===== config.mk =====
export PLATFORM = sky130hd
export DESIGN_NAME = postfix_boolean_evaluator_top_flat
export DESIGN_NICKNAME = d
export VERILOG_FILES = /design/src/design/pbe_pkg.sv /design/src/design/pbe_if.sv /design/src/design/pbe_cell.sv /design/src/design/pbe_out_buf.sv /design/src/design/postfix_boolean_evaluator_top.sv /design/src/flat_wrapper.sv
export SDC_FILE = /design/constraint.sdc
export NUM_CORES = 1
export LEC_CHECK = 0
export ABC_AREA = 0
export CORE_UTILIZATION = 37
export CTS_BUF_LIST = sky130_fd_sc_hd__clkbuf_4
export CTS_CLUSTER_SIZE = 40
export DETAILED_ROUTE_END_ITERATION = 10
export DONT_BUFFER_PORTS = 1
export PLACE_DENSITY_LB_ADDON = 0.2
export SLEW_MARGIN = 20
export SYNTH_ARGS = -nofsm -noshare
export SYNTH_HDL_FRONTEND = slang
export SYNTH_HIERARCHICAL = 1
export SYNTH_SLANG_ARGS = --single-unit

===== constraint.sdc =====
create_clock -name clk -period 9.9 [get_ports clk]
set_input_delay 0.495 -clock clk [delete_from_list [all_inputs] [get_ports clk]]
set_output_delay 0.495 -clock clk [all_outputs]
set_load 0.005 [all_outputs]

===== src/design/pbe_pkg.sv =====
// Shared types and constants for the postfix boolean evaluator.
// No dependencies; every other design file except pbe_if imports this package.
`default_nettype none

package pbe_pkg;

  // Stack geometry
  localparam int STACK_DEPTH = 64;
  localparam int LEVEL_W     = $clog2(STACK_DEPTH + 1);

  // Operator counters and configuration port
  localparam int CNT_W     = 7;
  localparam int CFG_IDX_W = 2;

  typedef enum logic [1:0] {
    TOK_OPERAND = 2'd0,
    TOK_AND     = 2'd1,
    TOK_OR      = 2'd2,
    TOK_NOT     = 2'd3
  } tok_kind_t;

  typedef enum logic [CFG_IDX_W-1:0] {
    CFG_AND_TOTAL = 2'd0,
    CFG_OR_TOTAL  = 2'd1,
    CFG_NOT_TOTAL = 2'd2
  } cfg_reg_t;

  // What a stack cell does in one cycle
  typedef enum logic [1:0] {
    CELL_HOLD,
    CELL_FROM_ABOVE,
    CELL_FROM_BELOW
  } cell_op_t;

  typedef struct packed {
    logic match;
    logic invalid;
  } res_t;

  function automatic logic [CNT_W-1:0] dec_sat(input logic [CNT_W-1:0] v);
    return (v == '0) ? v : v - CNT_W'(1);
  endfunction

endpackage

`default_nettype wire


===== src/design/pbe_if.sv =====
// Handshake channels of the evaluator: token input and result output.
// Depends on nothing; payload widths follow the token and result fields.
`default_nettype none

interface pbe_tok_if;
  logic       valid;
  logic       ready;
  logic [1:0] req_type;
  logic       operand_truth;
  logic       last_token;

  modport source (output valid, req_type, operand_truth, last_token, input ready);
  modport sink   (input valid, req_type, operand_truth, last_token, output ready);
endinterface

interface pbe_res_if;
  logic valid;
  logic ready;
  logic match;
  logic invalid;

  modport source (output valid, match, invalid, input ready);
  modport sink   (input valid, match, invalid, output ready);
endinterface

`default_nettype wire


===== src/design/pbe_cell.sv =====
// One bit of the truth stack; cells form a shift chain with the top at cell 0.
// Depends on pbe_pkg for the cell operation type.
`default_nettype none

module pbe_cell (
  input  wire logic            clk,
  input  pbe_pkg::cell_op_t    op,
  input  wire logic            from_above,
  input  wire logic            from_below,
  output logic                 bit_q
);
  import pbe_pkg::*;

  // Take the bit from above or below as op selects, hold otherwise
  always_ff @(posedge clk) begin
    case (op)
      CELL_FROM_ABOVE: bit_q <= from_above;
      CELL_FROM_BELOW: bit_q <= from_below;
      default:         bit_q <= bit_q;
    endcase
  end

endmodule

`default_nettype wire


===== src/design/pbe_out_buf.sv =====
// Two-entry result buffer that decouples the token side from the result side.
// Depends on pbe_pkg (res_t) and pbe_if (pbe_res_if).
`default_nettype none

module pbe_out_buf (
  input  wire logic         clk,
  input  wire logic         rst,
  input  wire logic         push,
  input  pbe_pkg::res_t     push_data,
  output logic              full,
  pbe_res_if.source         res
);
  import pbe_pkg::*;

  logic [1:0] count;
  logic [1:0] count_next;
  res_t       slot0;
  res_t       slot1;
  logic       pop;
  logic       wr_idx;

  assign pop    = (count != 2'd0) && res.ready;
  assign wr_idx = 1'((count - {1'b0, pop}) & 2'd1);
  assign full   = (count == 2'd2);

  // Present the oldest beat
  assign res.valid   = (count != 2'd0);
  assign res.match   = slot0.match;
  assign res.invalid = slot0.invalid;

  always_comb begin
    count_next = count + {1'b0, push} - {1'b0, pop};
  end

  always_ff @(posedge clk) begin
    if (rst) begin
      count <= 2'd0;
    end else begin
      count <= count_next;
    end
  end

  // Advance on pop, then place a new beat behind what remains
  always_ff @(posedge clk) begin
    if (pop) begin
      slot0 <= slot1;
    end
    if (push) begin
      if (wr_idx == 1'b0) begin
        slot0 <= push_data;
      end else begin
        slot1 <= push_data;
      end
    end
  end

endmodule

`default_nettype wire


===== src/design/postfix_boolean_evaluator_top.sv =====
// Postfix boolean evaluator: takes one token per cycle (operand bit, AND, OR or NOT)
// and gives at most one result beat per expression. A token is accepted every cycle
// while the two-entry result buffer has room; the token that causes a result writes it
// into the buffer register, which presents it. The truth stack is a chain of STACK_DEPTH
// one-bit cells that shift by one place per push or pop. Counters for ANDs, ORs and
// NOTs left reload from the configuration registers at the end of each expression and
// on each register write; write them only while the block is idle. No clearing pass
// follows reset.
// Depends on pbe_pkg, pbe_if, pbe_cell and pbe_out_buf.
`default_nettype none

module postfix_boolean_evaluator_top (
  input  wire logic                         clk,
  input  wire logic                         rst,
  pbe_tok_if.sink                           tok,
  pbe_res_if.source                         res,
  input  wire logic                         cfg_we,
  input  wire logic [pbe_pkg::CFG_IDX_W-1:0] cfg_index,
  input  wire logic [pbe_pkg::CNT_W-1:0]    cfg_wdata
);
  import pbe_pkg::*;

  // Configuration and expression state
  logic [CNT_W-1:0]   and_total;
  logic [CNT_W-1:0]   or_total;
  logic [CNT_W-1:0]   not_total;
  logic [LEVEL_W-1:0] level;
  logic [LEVEL_W-1:0] level_next;
  logic [CNT_W-1:0]   ands_left;
  logic [CNT_W-1:0]   ands_left_next;
  logic [CNT_W-1:0]   ors_left;
  logic [CNT_W-1:0]   ors_left_next;
  logic [CNT_W-1:0]   nots_left;
  logic [CNT_W-1:0]   nots_left_next;
  logic               already_decided;
  logic               error_seen;

  logic               fire;
  tok_kind_t          kind;
  logic               tok_err;
  logic               err_new;
  logic               top_new;
  logic               decide;
  logic               bad;
  logic               res_push;
  res_t               res_data;
  logic               buf_full;
  cell_op_t           top_op;
  cell_op_t           rest_op;
  logic [STACK_DEPTH-1:0] stack_bits;

  assign fire      = tok.valid && tok.ready;
  assign kind      = tok_kind_t'(tok.req_type);
  assign tok.ready = !buf_full;

  // Decode the token against the current stack level
  always_comb begin
    tok_err        = 1'b0;
    top_new        = stack_bits[0];
    level_next     = level;
    ands_left_next = ands_left;
    ors_left_next  = ors_left;
    nots_left_next = nots_left;
    unique case (kind)
      TOK_OPERAND: begin
        tok_err = (level == LEVEL_W'(STACK_DEPTH));
        top_new = tok.operand_truth;
        if (!tok_err) level_next = level + LEVEL_W'(1);
      end
      TOK_AND: begin
        tok_err        = (level < LEVEL_W'(2));
        top_new        = stack_bits[0] & stack_bits[1];
        ands_left_next = dec_sat(ands_left);
        if (!tok_err) level_next = level - LEVEL_W'(1);
      end
      TOK_OR: begin
        tok_err       = (level < LEVEL_W'(2));
        top_new       = stack_bits[0] | stack_bits[1];
        ors_left_next = dec_sat(ors_left);
        if (!tok_err) level_next = level - LEVEL_W'(1);
      end
      TOK_NOT: begin
        tok_err        = (level == '0);
        top_new        = ~stack_bits[0];
        nots_left_next = dec_sat(nots_left);
      end
      default: begin
        tok_err = 1'b0;
      end
    endcase
  end

  // Early decision and end-of-expression result
  always_comb begin
    err_new  = error_seen || tok_err;
    decide   = !err_new && (level_next != '0) && (nots_left_next == '0) &&
               (((ands_left_next == '0) && top_new) ||
                ((ands_left_next != '0) && (ors_left_next == '0) && !top_new));
    bad      = err_new || (level_next != LEVEL_W'(1));
    res_push = 1'b0;
    res_data = '0;
    if (fire && !already_decided) begin
      if (decide) begin
        res_push         = 1'b1;
        res_data.match   = top_new;
        res_data.invalid = 1'b0;
      end else if (tok.last_token) begin
        res_push         = 1'b1;
        res_data.match   = bad ? 1'b0 : top_new;
        res_data.invalid = bad;
      end
    end
  end

  // Drive the cell chain: cell 0 loads the new top, the rest shift on push or pop
  always_comb begin
    top_op  = CELL_HOLD;
    rest_op = CELL_HOLD;
    if (fire && !already_decided && !tok_err) begin
      top_op = CELL_FROM_ABOVE;
      if (kind == TOK_OPERAND) begin
        rest_op = CELL_FROM_ABOVE;
      end else if ((kind == TOK_AND) || (kind == TOK_OR)) begin
        rest_op = CELL_FROM_BELOW;
      end
    end
  end

  for (genvar i = 0; i < STACK_DEPTH; i++) begin : g_cell
    logic above;
    logic below;
    if (i == 0) begin : g_top
      assign above = top_new;
    end else begin : g_mid
      assign above = stack_bits[i-1];
    end
    if (i == STACK_DEPTH - 1) begin : g_bot
      assign below = 1'b0;
    end else begin : g_up
      assign below = stack_bits[i+1];
    end
    pbe_cell u_cell (
      .clk        (clk),
      .op         ((i == 0) ? top_op : rest_op),
      .from_above (above),
      .from_below (below),
      .bit_q      (stack_bits[i])
    );
  end

  // Update level, flags and counters; register writes reload counters at once
  always_ff @(posedge clk) begin
    if (rst) begin
      and_total       <= '0;
      or_total        <= '0;
      not_total       <= '0;
      level           <= '0;
      ands_left       <= '0;
      ors_left        <= '0;
      nots_left       <= '0;
      already_decided <= 1'b0;
      error_seen      <= 1'b0;
    end else begin
      if (fire) begin
        if (tok.last_token) begin
          level           <= '0;
          already_decided <= 1'b0;
          error_seen      <= 1'b0;
          ands_left       <= and_total;
          ors_left        <= or_total;
          nots_left       <= not_total;
        end else if (!already_decided) begin
          level           <= level_next;
          error_seen      <= err_new;
          already_decided <= decide;
          ands_left       <= ands_left_next;
          ors_left        <= ors_left_next;
          nots_left       <= nots_left_next;
        end
      end
      if (cfg_we) begin
        unique case (cfg_index)
          CFG_AND_TOTAL: begin
            and_total <= cfg_wdata;
            ands_left <= cfg_wdata;
          end
          CFG_OR_TOTAL: begin
            or_total <= cfg_wdata;
            ors_left <= cfg_wdata;
          end
          CFG_NOT_TOTAL: begin
            not_total <= cfg_wdata;
            nots_left <= cfg_wdata;
          end
          default: begin
            and_total <= and_total;
          end
        endcase
      end
    end
  end

  pbe_out_buf u_out_buf (
    .clk       (clk),
    .rst       (rst),
    .push      (res_push),
    .push_data (res_data),
    .full      (buf_full),
    .res       (res)
  );

  // Stack never grows past its depth
  a_level_bound: assert property (@(posedge clk) disable iff (rst)
    level <= LEVEL_W'(STACK_DEPTH))
    else $error("stack level beyond depth");

  // Last token always closes the expression
  a_last_clears: assert property (@(posedge clk) disable iff (rst)
    fire && tok.last_token && !cfg_we |=> (level == '0) && !already_decided && !error_seen)
    else $error("expression state not cleared after last token");

  // Absorbed tokens give no beat
  a_absorb_silent: assert property (@(posedge clk) disable iff (rst)
    fire && already_decided |-> !res_push)
    else $error("result from an absorbed token");

  // A seen error blocks early answers before the last token
  a_err_no_early: assert property (@(posedge clk) disable iff (rst)
    fire && error_seen && !tok.last_token |-> !res_push)
    else $error("early result after an error");

endmodule

`default_nettype wire


===== src/flat_wrapper.sv =====
// flat-port wrapper written by rule: the top's interface ports become plain ports
module postfix_boolean_evaluator_top_flat import pbe_pkg::*;
  (clk, rst, cfg_we, cfg_index, cfg_wdata, tok_valid, tok_req_type, tok_operand_truth, tok_last_token, tok_ready, res_valid, res_match, res_invalid, res_ready);
  pbe_tok_if tok_i ();
  pbe_res_if res_i ();
  input  wire logic clk;
  input  wire logic rst;
  input  wire logic cfg_we;
  input  wire logic [pbe_pkg::CFG_IDX_W-1:0] cfg_index;
  input  wire logic [pbe_pkg::CNT_W-1:0] cfg_wdata;
  input wire logic [$bits(tok_i.valid)-1:0] tok_valid;
  input wire logic [$bits(tok_i.req_type)-1:0] tok_req_type;
  input wire logic [$bits(tok_i.operand_truth)-1:0] tok_operand_truth;
  input wire logic [$bits(tok_i.last_token)-1:0] tok_last_token;
  output wire logic [$bits(tok_i.ready)-1:0] tok_ready;
  output wire logic [$bits(res_i.valid)-1:0] res_valid;
  output wire logic [$bits(res_i.match)-1:0] res_match;
  output wire logic [$bits(res_i.invalid)-1:0] res_invalid;
  input wire logic [$bits(res_i.ready)-1:0] res_ready;
  assign tok_i.valid = tok_valid;
  assign tok_i.req_type = tok_req_type;
  assign tok_i.operand_truth = tok_operand_truth;
  assign tok_i.last_token = tok_last_token;
  assign tok_ready = tok_i.ready;
  assign res_valid = res_i.valid;
  assign res_match = res_i.match;
  assign res_invalid = res_i.invalid;
  assign res_i.ready = res_ready;
  postfix_boolean_evaluator_top u_core (.clk(clk), .rst(rst), .tok(tok_i), .res(res_i), .cfg_we(cfg_we), .cfg_index(cfg_index), .cfg_wdata(cfg_wdata));
endmodule

==> metrics.cfg <==
[placement]
gp_congestion=0.790
dp_hpwl_um=10600
io_buffers=0

[synth]
synth_seq_cells=121
yosys.area.top_type_share_pct=25.2
ys_seq_area_share_pct=39.2
synthDistinctLibCells=65
synth_xor_area_share_pct=0.780
synth_ff_type=edfxtp_1
synthCells=812
synthArstFlopShare_pct=0
ys.warnings.count=6
synth_area_um2=7860
synthAdderAreaFrac_pct=12.1
synth_mux_area_share_pct=13.9
synth-simple-area-share_pct=12.1
synth_compound_area_share_pct=12.7
syn-mean-instance-area_um2=9.68
synth_top_cell_by_area=edfxtp_1
synth_top_family_by_area=multiplexers
synth-edff-count=66
synth_area_leaders=edfxtp_1 (25%), dfxtp_1 (14%), mux2_4 (12%)

[critical_path]
crit_path_end_kind=register
worstPathRequired_ps=10360
cp.arrival_ps=3650
crit_type=reg2reg
start_kind=register
r2r.worst_path.cells=10
r2r_end=u_core/u_out_buf/count[1]$_SDFF_PP0_
r2r-start=u_core/ors_left[3]$_SDFF_PP0_
cp_max_fo=7
r2r_slack_ps=6710

[cells_and_area]
fin_util_pct=41.2
nFillCells=2051
area_growth_pct=7.75
drive_above_1_share_pct=14.5
layout_commonest_cell=inv_1
multi_input_area_um2=4070
final_cell_mix=inv_1 (155), ha_1 (76), nand2_1 (73), edfxtp_1 (66), mux2_4 (64)
layout.nets=902
area.sequential_um2=3080

[sta]
period_share_pct=32.2
setup_viol=0
finalHoldViolCount=0
slew_headroom_pct=49.6
fmax_ghz=0.314
fin_worst_skew_ps=23.7
report.final.slew_viol_count=0
fin_crit_ps=3190
fin_setup_tns_ps=0
rsz0062_at_grt=no
fin_hold_ws_ps=52.6
worst_pin_slew_ps=756

[clock_network]
root_buffer=clkbuf_4
h-tree-depth=4
cts.path.max_buffers=2
clk_pin_slew_worst_paths_ps=120
cts_resized=0
cts_tree=built
cts_inserted_buffers=17
clock_sinks=121
cts_setup_buffers=0
cts_hold_buf=2
clock_latency_ps=520

[job]
max-cap-violations=0

[floorplan]
die_h_um=148
dieWidth_um=148
die_area_um2=21800
start_util_pct=38.2
num_rows=52
ioPinCount=22
core_um2=20600

[route]
drtIter0Drc=407
postRouteAntennaNets=0
drt-total-wl_um=16100
wl_per_cell_um=14.7
drt_pass1_iterations=5
via_per_inst=5.02
via_count=5489
route.detailed.drc=0

[global_route]
grtUsageTotal_pct=15.3
grt_max_degree=64
antenna_found_initial=1
grt_pass1_wl_um=26700
grt_pass1_vias=5280
grt-ovfl-total=0

[power_and_ir_drop]
p_leak_nw=3.60
vdd_drop_max_mv=0.0645
p_per_area_nw_per_um2=143

[min_path]
hold_end=u_core/and_total[5]$_SDFFE_PP0P_
min_path_cells=1
min_from=rst
hold_class=in2reg

[status]
outcome=completed

-- area by class of cell --
cell class              instances  area share (%)
clock inverters                14            2.08
clock buffers                  18            1.60
flip-flops and latches        121            36.4
multi-input cells             505            48.1
well taps                     270            3.99
diodes                          2          0.0591
repair buffers                  8           0.916
inverters                     155            6.87
-- cell families after synthesis --
kind of cell	count (synthesis)
simple gates	193
buf+inv	187
compound gates	151
flops	121
fa+ha+maj	76
mux	76
xor+xnor	7
other cells	1
-- worst max-delay path: stages (launching register included) --
cell,delay [ps]
dfxtp_1,390
or3_1,520
nor4_1,300
o211ai_1,140
a2111oi_0,660
mux2_1,270
nand3_1,110
a21oi_1,230
ha_1,280
o21ai_0,110
a21oi_1,130
-- cell usage after synthesis (all sizes together), types with 6 or more instances --
master  instances
nand2          73
xnor2           7
o21ai          27
ha             76
dfxtp          55
clkbuf         28
a21oi          52
a211oi          7
o211ai         10
nand2b          8
a222oi          6
edfxtp         66
nand3          10
mux2           71
nor4            8
nor3           13
nor2           40
inv           155
a22oi          14
-- per-stage QoR --
stage / setup WS, ps / instance area (um^2) / power (mW) / std cells
after floorplan: 5910 / 7860 / 0.777 / 813
final: 6710 / 8470 / 1.21 / 1093
after global routing: 6470 / 8470 / 1.27 / 1093
after detailed placement: 6490 / 8110 / 0.818 / 1056
after CTS: 6700 / 8450 / 1.23 / 1090
after global placement: 6550 / 8110 / 0.814 / 1056
-- sequential cells by signal, summed over array words and instances, names as in the netlist --
signal / cells
u_core/already_decided: 1
u_core/and_total: 7
u_core/ands_left: 7
u_core/error_seen: 1
u_core/g_cell.u_cell/bit_q: 64
u_core/level: 7
u_core/not_total: 7
u_core/nots_left: 7
u_core/or_total: 7
u_core/ors_left: 7
u_core/u_out_buf/count: 2
u_core/u_out_buf/res.invalid: 1
u_core/u_out_buf/res.match: 1
u_core/u_out_buf/slot1: 2
-- worst max-delay path by stage --
stage	startpoint	endpoint	slack, ps
final	u_core/ors_left[3]$_SDFF_PP0_	u_core/u_out_buf/count[1]$_SDFF_PP0_	6710
after global routing	u_core/ands_left[0]$_SDFF_PP0_	u_core/u_out_buf/count[1]$_SDFF_PP0_	6470
after detailed placement	tok_req_type[0]	u_core/g_cell[54].u_cell/bit_q$_DFFE_PP_	6490
after global placement	tok_req_type[0]	u_core/g_cell[26].u_cell/bit_q$_DFFE_PP_	6550
after floorplan	tok_req_type[0]	u_core/g_cell[10].u_cell/bit_q$_DFFE_PP_	5910
after CTS	u_core/ors_left[3]$_SDFF_PP0_	u_core/u_out_buf/res.invalid$_DFF_P_	6700
-- layer usage --
metal	vias up	share of wire, %	GRT usage (%)
met5	-	0	0
met4	0	1.0	4.90
met3	11	2.6	3.15
met2	68	45	23.8
met1	2580	51	21.2
li1	2830	-	-
-- report_power, final --
part	leakage [nW]	internal [mW]	switching [mW]	total (mW)
clock network	0.181	0.202	0.196	0.397
registers	1.06	0.576	0.0245	0.600
logic	2.35	0.105	0.106	0.211
total	3.60	0.882	0.326	1.21
No activity file was read; power rests on OpenSTA's default activity.
